### src/hw/rtl/euler_zyx_rotation_matrix_defines.svh
// Assertion macros used by the rotation matrix top module.
`ifndef EULER_ZYX_ROTATION_MATRIX_DEFINES_SVH
`define EULER_ZYX_ROTATION_MATRIX_DEFINES_SVH
`ifndef SYNTHESIS
// Same-cycle implication, sampled on clk and disabled during rst.
`define EZYX_ASSERT_IMPL(lbl, ante, cons) \
  lbl: assert property (@(posedge clk) disable iff (rst) (ante) |-> (cons)) \
    else $error("assertion failed");
// Next-cycle implication, sampled on clk and disabled during rst.
`define EZYX_ASSERT_NEXT(lbl, ante, cons) \
  lbl: assert property (@(posedge clk) disable iff (rst) (ante) |=> (cons)) \
    else $error("assertion failed");
`else
`define EZYX_ASSERT_IMPL(lbl, ante, cons)
`define EZYX_ASSERT_NEXT(lbl, ante, cons)
`endif
`endif

### src/hw/rtl/ezyx_pkg.sv
// Types, constants and helper functions of the rotation matrix block.
package ezyx_pkg;

  localparam int ANGLE_BITS = 16;
  localparam int COEF_BITS = 16;
  localparam int ANG_FRAC = ANGLE_BITS - 3;
  localparam int COEF_FRAC = COEF_BITS - 2;
  localparam int Z_FRAC = 16;
  localparam int XY_FRAC = 30;
  localparam int ITERS = 16;
  localparam int ITERS_PER_STAGE = 4;
  localparam int CORDIC_STAGES = ITERS / ITERS_PER_STAGE;
  localparam int ZW = 21;
  localparam int XYW = 34;
  localparam int PW = 2 * COEF_BITS;
  // Register stages from request acceptance to result register.
  localparam int LAT = CORDIC_STAGES + 6;

  typedef logic signed [ANGLE_BITS-1:0] angle_t;
  typedef logic signed [COEF_BITS-1:0] coef_t;
  typedef logic signed [ZW-1:0] z_t;
  typedef logic signed [XYW-1:0] xy_t;
  typedef logic signed [PW-1:0] prod_t;
  typedef logic signed [PW:0] sum_t;

  localparam z_t PI_Z = ZW'(205887);
  localparam z_t HALF_PI_Z = ZW'(102944);
  localparam z_t TWO_PI_Z = ZW'(411774);
  localparam xy_t GAIN = XYW'(652032874);
  localparam coef_t ONE = COEF_BITS'(1 << COEF_FRAC);

  // Arctangent of 2^-i in units of 2^-16 rad.
  function automatic z_t atan_z(input int i);
    z_t r;
    case (i)
      0: r = ZW'(51472);
      1: r = ZW'(30385);
      2: r = ZW'(16055);
      3: r = ZW'(8150);
      4: r = ZW'(4091);
      5: r = ZW'(2047);
      6: r = ZW'(1024);
      7: r = ZW'(512);
      8: r = ZW'(256);
      9: r = ZW'(128);
      10: r = ZW'(64);
      11: r = ZW'(32);
      12: r = ZW'(16);
      13: r = ZW'(8);
      14: r = ZW'(4);
      15: r = ZW'(2);
      default: r = '0;
    endcase
    return r;
  endfunction

  // Round a product sum half up to the coefficient format and clamp to +-1.0.
  function automatic coef_t rnd_sat(input sum_t v);
    sum_t r;
    coef_t o;
    r = (v + sum_t'(1 << (COEF_FRAC - 1))) >>> COEF_FRAC;
    if (r > sum_t'(ONE)) begin
      o = ONE;
    end else if (r < -sum_t'(ONE)) begin
      o = -ONE;
    end else begin
      o = COEF_BITS'(r);
    end
    return o;
  endfunction

endpackage

### src/hw/rtl/ezyx_cordic.sv
// Pipelined rotation-mode CORDIC giving cosine and sine of one angle.
module ezyx_cordic (
  input  logic             clk,
  input  logic             en,
  input  ezyx_pkg::angle_t angle,
  output ezyx_pkg::coef_t  cosine,
  output ezyx_pkg::coef_t  sine
);
  localparam int SHL = (ezyx_pkg::ANG_FRAC > ezyx_pkg::Z_FRAC) ? 0 :
                       ezyx_pkg::Z_FRAC - ezyx_pkg::ANG_FRAC;
  localparam int SHR = (ezyx_pkg::ANG_FRAC > ezyx_pkg::Z_FRAC) ?
                       ezyx_pkg::ANG_FRAC - ezyx_pkg::Z_FRAC : 0;
  localparam int EW = ezyx_pkg::ANGLE_BITS + SHL + 1;
  localparam int XSHR = ezyx_pkg::XY_FRAC - ezyx_pkg::COEF_FRAC;
  localparam int RW = ezyx_pkg::XYW + 1;

  ezyx_pkg::xy_t s_x [0:ezyx_pkg::CORDIC_STAGES];
  ezyx_pkg::xy_t s_y [0:ezyx_pkg::CORDIC_STAGES];
  ezyx_pkg::z_t  s_z [0:ezyx_pkg::CORDIC_STAGES];
  logic          s_neg [0:ezyx_pkg::CORDIC_STAGES];

  logic signed [EW-1:0] ze;
  ezyx_pkg::z_t z0, zr, zf;
  logic neg0;

  // Convert to the internal angle unit, wrap into +-pi and fold into +-pi/2.
  always_comb begin
    ze = (($signed({{(SHL + 1){angle[ezyx_pkg::ANGLE_BITS-1]}}, angle}) <<< SHL)
          + EW'((1 << SHR) >> 1)) >>> SHR;
    z0 = ezyx_pkg::ZW'(ze);
    if (z0 > ezyx_pkg::PI_Z) begin
      zr = z0 - ezyx_pkg::TWO_PI_Z;
    end else if (z0 < -ezyx_pkg::PI_Z) begin
      zr = z0 + ezyx_pkg::TWO_PI_Z;
    end else begin
      zr = z0;
    end
    neg0 = 1'b0;
    zf = zr;
    if (zr > ezyx_pkg::HALF_PI_Z) begin
      zf = zr - ezyx_pkg::PI_Z;
      neg0 = 1'b1;
    end else if (zr < -ezyx_pkg::HALF_PI_Z) begin
      zf = zr + ezyx_pkg::PI_Z;
      neg0 = 1'b1;
    end
  end

  always_ff @(posedge clk) begin
    if (en) begin
      s_x[0] <= ezyx_pkg::GAIN;
      s_y[0] <= '0;
      s_z[0] <= zf;
      s_neg[0] <= neg0;
    end
  end

  // Each stage performs a fixed group of micro-rotations.
  for (genvar k = 0; k < ezyx_pkg::CORDIC_STAGES; k++) begin : g_stage
    ezyx_pkg::xy_t x_n, y_n;
    ezyx_pkg::z_t z_n;

    always_comb begin : p_iter
      ezyx_pkg::xy_t dx, dy;
      x_n = s_x[k];
      y_n = s_y[k];
      z_n = s_z[k];
      for (int j = 0; j < ezyx_pkg::ITERS_PER_STAGE; j++) begin
        dx = y_n >>> (k * ezyx_pkg::ITERS_PER_STAGE + j);
        dy = x_n >>> (k * ezyx_pkg::ITERS_PER_STAGE + j);
        if (z_n >= 0) begin
          x_n = x_n - dx;
          y_n = y_n + dy;
          z_n = z_n - ezyx_pkg::atan_z(k * ezyx_pkg::ITERS_PER_STAGE + j);
        end else begin
          x_n = x_n + dx;
          y_n = y_n - dy;
          z_n = z_n + ezyx_pkg::atan_z(k * ezyx_pkg::ITERS_PER_STAGE + j);
        end
      end
    end

    always_ff @(posedge clk) begin
      if (en) begin
        s_x[k+1] <= x_n;
        s_y[k+1] <= y_n;
        s_z[k+1] <= z_n;
        s_neg[k+1] <= s_neg[k];
      end
    end
  end

  localparam int LS = ezyx_pkg::CORDIC_STAGES;
  logic signed [RW-1:0] xr, yr, one_w;
  ezyx_pkg::coef_t cos_next, sin_next;

  // Undo the fold, round to the coefficient format and clamp to +-1.0.
  always_comb begin
    one_w = RW'(ezyx_pkg::ONE);
    xr = ((s_neg[LS] ? -RW'(s_x[LS]) : RW'(s_x[LS])) + RW'((1 << XSHR) >> 1))
         >>> XSHR;
    yr = ((s_neg[LS] ? -RW'(s_y[LS]) : RW'(s_y[LS])) + RW'((1 << XSHR) >> 1))
         >>> XSHR;
    if (xr > one_w) begin
      cos_next = ezyx_pkg::ONE;
    end else if (xr < -one_w) begin
      cos_next = -ezyx_pkg::ONE;
    end else begin
      cos_next = ezyx_pkg::COEF_BITS'(xr);
    end
    if (yr > one_w) begin
      sin_next = ezyx_pkg::ONE;
    end else if (yr < -one_w) begin
      sin_next = -ezyx_pkg::ONE;
    end else begin
      sin_next = ezyx_pkg::COEF_BITS'(yr);
    end
  end

  always_ff @(posedge clk) begin
    if (en) begin
      cosine <= cos_next;
      sine <= sin_next;
    end
  end

endmodule

### config.mk
export PLATFORM = sky130hd
export DESIGN_NAME = ezyx_cordic
export DESIGN_NICKNAME = d
export VERILOG_FILES = /design/src/hw/rtl/euler_zyx_rotation_matrix_defines.svh /design/src/hw/rtl/ezyx_pkg.sv /design/src/hw/rtl/ezyx_cordic.sv
export SDC_FILE = /design/constraint.sdc
export NUM_CORES = 2
export LEC_CHECK = 0
export BUFFER_PORTS_ARGS = -buffer_cell sky130_fd_sc_hd__buf_4
export CAP_MARGIN = 5
export CORE_MARGIN = 2
export CORE_UTILIZATION = 30
export CTS_BUF_LIST = sky130_fd_sc_hd__clkbuf_2
export CTS_CLUSTER_DIAMETER = 50
export DETAILED_ROUTE_END_ITERATION = 10
export GPL_TIMING_DRIVEN = 0
export HOLD_SLACK_MARGIN = 0.12
export PLACE_DENSITY = 0.47
export SYNTH_ARGS = -nofsm -noshare
export SYNTH_HDL_FRONTEND = slang
export SYNTH_SLANG_ARGS = --single-unit
### constraint.sdc
create_clock -name clk -period 28.1 [get_ports clk]
set_input_delay 2.81 -clock clk [delete_from_list [all_inputs] [get_ports clk]]
set_output_delay 2.81 -clock clk [all_outputs]
set_load 0.005 [all_outputs]
==> Yosys cells after proc, flatten, opt, wreduce, memory -nomap -nowiden <==
Memory sizes are Yosys's and may differ from the RTL's.
Index checks and enable logic that the tools add are counted.
{ "totals": {"regBits": 32, "mem_bits_rw": 450, "mem_count": 4} }
{ "op_classes": {"n_addsub": 103, "n_lt_le_gt_ge": 24, "mux": 92, "reduce_logical": 2} }
{ "mem_list": {"columns": ["name", "words", "width", "rd", "rd_ports_with_merged_regs", "wr", "line_no", "source"], "rows": [
  ["s_x", 5, 34, 5, 0, 5, "ezyx_cordic.sv:17", "ezyx_pkg::xy_t s_x [0:ezyx_pkg::CORDIC_STAGES];"],
  ["s_y", 5, 34, 5, 0, 5, "ezyx_cordic.sv:18", "ezyx_pkg::xy_t s_y [0:ezyx_pkg::CORDIC_STAGES];"],
  ["s_z", 5, 21, 4, 0, 5, "ezyx_cordic.sv:19", "ezyx_pkg::z_t s_z [0:ezyx_pkg::CORDIC_STAGES];"],
  ["s_neg", 5, 1, 5, 0, 5, "ezyx_cordic.sv:20", "logic s_neg [0:ezyx_pkg::CORDIC_STAGES];"]
]} }
{ "ops": {"columns": ["op", "count"], "rows": [
  ["21-bit two-way mux", 52],
  ["34-bit two-way mux", 32],
  ["21-bit adder", 16],
  ["21-bit by 1-bit >= comparator with 1-bit output, second input constant", 16],
  ["21-bit subtractor", 16],
  ["35-bit by 17-bit adder with 35-bit output, second input constant", 2],
  ["35-bit two-way mux", 2],
  ["34-bit negator with 35-bit output", 2],
  ["34-bit by 19-bit adder with 34-bit output", 2],
  ["34-bit by 20-bit adder with 34-bit output", 2],
  ["34-bit by 21-bit adder with 34-bit output", 2],
  ["34-bit by 22-bit adder with 34-bit output", 2],
  ["34-bit by 23-bit adder with 34-bit output", 2],
  ["34-bit by 24-bit adder with 34-bit output", 2],
  ["34-bit by 25-bit adder with 34-bit output", 2],
  ["34-bit by 26-bit adder with 34-bit output", 2],
  ["34-bit by 27-bit adder with 34-bit output", 2],
  ["34-bit by 28-bit adder with 34-bit output", 2],
  ["34-bit by 29-bit adder with 34-bit output", 2],
  ["34-bit by 30-bit adder with 34-bit output", 2],
  ["34-bit by 31-bit adder with 34-bit output", 2],
  ["34-bit by 32-bit adder with 34-bit output", 2],
  ["34-bit by 33-bit adder with 34-bit output", 2],
  ["34-bit by 19-bit subtractor with 34-bit output", 2],
  ["29 further kinds", 51]
]} }

==> Longest topological paths before layout <==
An unclocked memory read counts as a cell.
{ "logic_depth": {"ltp_word": 17, "ltp_mapped": 68} }

==> Least setup slack after synthesis <==
No wires, ideal clock.
{ "synth_timing": {"kind": "register to register", "from": "memory s_y[0][123] (netlist bit)", "to": "memory s_y[0][169] (netlist bit), data pin", "setup_time_ps": 269, "arrival_time_ps": 14448, "required_time_ps": 27831, "path_slack_ps": 13383, "stages_incl_launch_ff": 64, "path_buffers": 2, "period_less_slack_ps": 14717, "path_cell_list": "edfxtp_1 > or4_4 > or3_1 > or4_1 > or2_2 > o21ai_0 > xor2_1 > ha_1 > nand2_1 > o21ai_0 > nor2_1 > o2bb2ai_1 > a31oi_1 > xor2_1 > or3_1 > nor4_1 > inv_1 > or3_1 > (+28 left out) > a21oi_1 > xnor2_1 > ha_1 > a21o_1 > a21o_1 > a21o_1 > a21o_1 > a21oi_1 > nand2_1 > a211oi_1 > o311ai_0 > a21oi_1 > o21bai_1 > nand2b_1 > nand2_1 > a21o_1 > a21oi_1 > xor3_1"} }
{ "synth_rtl": {"columns": ["item", "line_no"], "rows": [
  ["start, declared", "ezyx_cordic.sv:18"]
]} }

==> reports/metrics.cfg <==
[run_status]
status = complete, no violations

[global_routing]
groute.usage.overall_pct = 19.6
first_global_vias = 75800
grt-ovfl-total = 0
grt_first_pass_wirelength_mm = 438
grt_antenna_before_repair = 7
grt_max_degree = 108

[route]
drt_iter0_drc = 5781
dr_total_vias = 79400
wl_per_cell_um = 19.4
drc = 0
vias_per_cell = 5.42
ant_nets = 0
drt_pass1_iterations = 6
wl_mm = 284

[timing]
final_hold_viol_count = 0
finalSetupTns_ns = 0
clock.fmax_ghz = 0.0520
rsz0062_at_grt = no
fin_crit_sh_pct = 68.4
relSlewSlack_pct = 12.3
worst_clock_skew_ns = 0.232
drv_slew = 0
period_needed_ns = 19.23
worst_slew_pin_slew_ns = 1.30
setup_viol = 0
whs_ns = 0.428

[setup_path]
cp-endpoint = s_y[0][169]
crit_path_max_incr_delay_ns = 0.76
regToRegStartpoint = s_y[0][123]
endpoint_kind = flip-flop
path_class = reg -> reg
cp.arrival_ns = 20.43
startpoint_type = flip-flop
ff2ff_setup_slack_ns = 8.87
cp_data_required_time_ns = 29.30
r2r_cells = 63
reg2reg_to = s_y[0][169]
path_max_fanout = 8
critPathLaunch = s_y[0][123]
slowest_stage = o31ai_1

[clocking]
post_cts_buffers = 0
cts_sinks = 387
insertion_delay_ns = 1.64
cts-resized-gates = 0
cts.path.max_buffers = 3
cts_hold_buf = 0
cts_tree = done
cts_buffers = 114
cts.clk_slew.worst_paths_ns = 0.10
clockRootBuffer = clkbuf_2
htreeDepth = 3

[die]
fp-row-count = 193
io_pins = 50
die_w_um = 530
start_util_pct = 30.1
die-area_sq_um = 281000
fp.dieH_um = 530
core_sq_um = 276000

[placement]
dp.cells = 14500
dp_hpwl_mm = 241
numPortBuffers = 42
gp_congestion = 0.907

[logic_synthesis]
synthesis.nets = 11900
netlist_instances = 10700
ys.flop_type = edfxtp_1
synth_edf_count = 387
synth-seq-cells = 387
syn-cell-area_sq_um = 82900
avgSynthCellArea_sq_um = 7.75
ys_seq_area_share_pct = 14.0
ys_types = 119
synthArstFlopShare_pct = 0
yosysWarningCount = 0
yosys.area.top_type_share_pct = 17.6
ys_top_cells_by_area = ha_1 (18%), edfxtp_1 (14%), xnor2_1 (11%), a21oi_1 (6.2%), xor2_1 (5.8%)
yosysTopAreaCell = ha_1

[layout]
nNetsFinal = 12100
area_growth_pct = 7.72
drive_gt1_share_pct = 4.25
finalNonFillerCells = 14700

[run]
max-cap-violations = 0

[min_path]
hold_path.class = reg -> reg

-- final cells by class --
| type | instances | area, sq um |
|---|---|---|
| fill | 29500 | 186000 |
| multi-input combinational | 9480 | 68200 |
| sequential | 387 | 11600 |
| tap | 3705 | 4640 |
| inverter | 598 | 2240 |
| buffer | 228 | 868 |
| clock buffer | 146 | 731 |
| timing repair buffer | 57 | 592 |
| clock inverter | 56 | 389 |
| antenna | 10 | 25.0 |
-- worst min-delay path by stage --
stage                     slack [ns]  depth (start not counted)       start     endpoint
final                           0.43                          0  s_z[0][45]   s_z[0][66]
after global routing            0.45                          0  s_z[0][46]   s_z[0][67]
after CTS                       0.43                          0  s_z[0][45]   s_z[0][66]
after detailed placement        0.40                          0  s_z[0][45]   s_z[0][66]
after global placement          0.41                          0  s_z[0][46]   s_z[0][67]
after floorplan                 0.40                          0  s_z[0][63]  s_neg[0][4]
-- synthesized netlist by cell type (71+ instances only) --
cell type,instances
a31oi_1,141
o21a_1,209
a21oi_1,1022
clkbuf_1,193
nand2_1,695
o211ai_1,72
nor2_1,924
a21o_1,412
xor2_1,553
ha_1,1169
and3_1,81
o31ai_1,153
edfxtp_1,387
inv_1,590
nor3_1,247
xnor2_1,1037
nor2b_1,161
a211oi_1,87
nand2b_1,176
nand3_1,207
nor4_1,71
or3_1,105
o21ai_0,722
o21bai_1,147
-- placed cells by master, fill, tap and decap left out, drive strengths merged, types with 61 or more instances in the layout --
master | netlist | layout
or2 | 71 | 71
nand4 | 61 | 61
a21o | 412 | 412
edfxtp | 387 | 387
nor3 | 250 | 250
and3 | 81 | 81
nand3 | 208 | 208
o21a | 209 | 209
o21bai | 147 | 147
nor2 | 924 | 924
o211ai | 72 | 72
xor2 | 558 | 558
nand2 | 695 | 695
nand2b | 176 | 176
xnor2 | 1045 | 1045
buf | 35 | 91
clkbuf | 193 | 340
o31ai | 155 | 155
o21ai | 734 | 734
inv | 591 | 594
ha | 1169 | 1169
a31oi | 143 | 143
and2 | 68 | 68
nor2b | 161 | 161
a21boi | 72 | 72
a21oi | 1023 | 1023
a211oi | 88 | 88
nor4 | 74 | 74
or3 | 108 | 108
-- per-stage QoR --
| step | instance area, sq um | setup WS, ns | utilization (%) |
|---|---|---|---|
| 6_report | 89300 | 8.87 | 32.4 |
| 5_1_grt | 89300 | 7.92 | 32.4 |
| 4_1_cts | 89200 | 9.05 | 32.4 |
| 3_5_place_dp | 88100 | 9.18 | 32.0 |
| 3_3_place_gp | 87900 | 9.22 | 31.9 |
| 2_1_floorplan | 82900 | 13.38 | - |
-- critical path, delay by kind of cell (launching register included) --
family          cells  cell delay (ns)
simple gates       21             6.50
flops               1             0.51
fa+ha+maj           4             1.35
mux                 1             0.30
xor+xnor            7             1.85
buf+inv             4             0.84
compound gates     26             7.52
-- registers in the layout, indices dropped and copies added, names as in the netlist --
register  cells
cosine       16
s_y         136
s_x         136
s_neg         1
sine         16
s_z          82
-- metal layers --
metal | wire length (um) | GRT usage (%) | up-vias | part of all wire [%]
li1 | - | - | 39600 | -
met1 | 131000 | 25.6 | 37600 | 46
met2 | 132000 | 33.4 | 1837 | 46
met3 | 11400 | 2.03 | 328 | 4.0
met4 | 9440 | 6.44 | 6 | 3.3
met5 | 38 | 0 | - | 0.013
-- kinds of logic (layout without fill, tap and decap cells) --
family	count (synthesis)	after routing	synth area share, %
fa+ha+maj	1210	1210	18.6
xor+xnor	1607	1607	17.2
buf+inv	826	1085	3.75
simple gates	3088	3088	18.4
other cells	0	10	0
flops	387	387	14.0
compound gates	3483	3483	26.8
mux	92	92	1.19
Power is left out: the tool's default activity adds up to more than one toggle a clock period on the data nets, which glitch-free logic cannot reach.
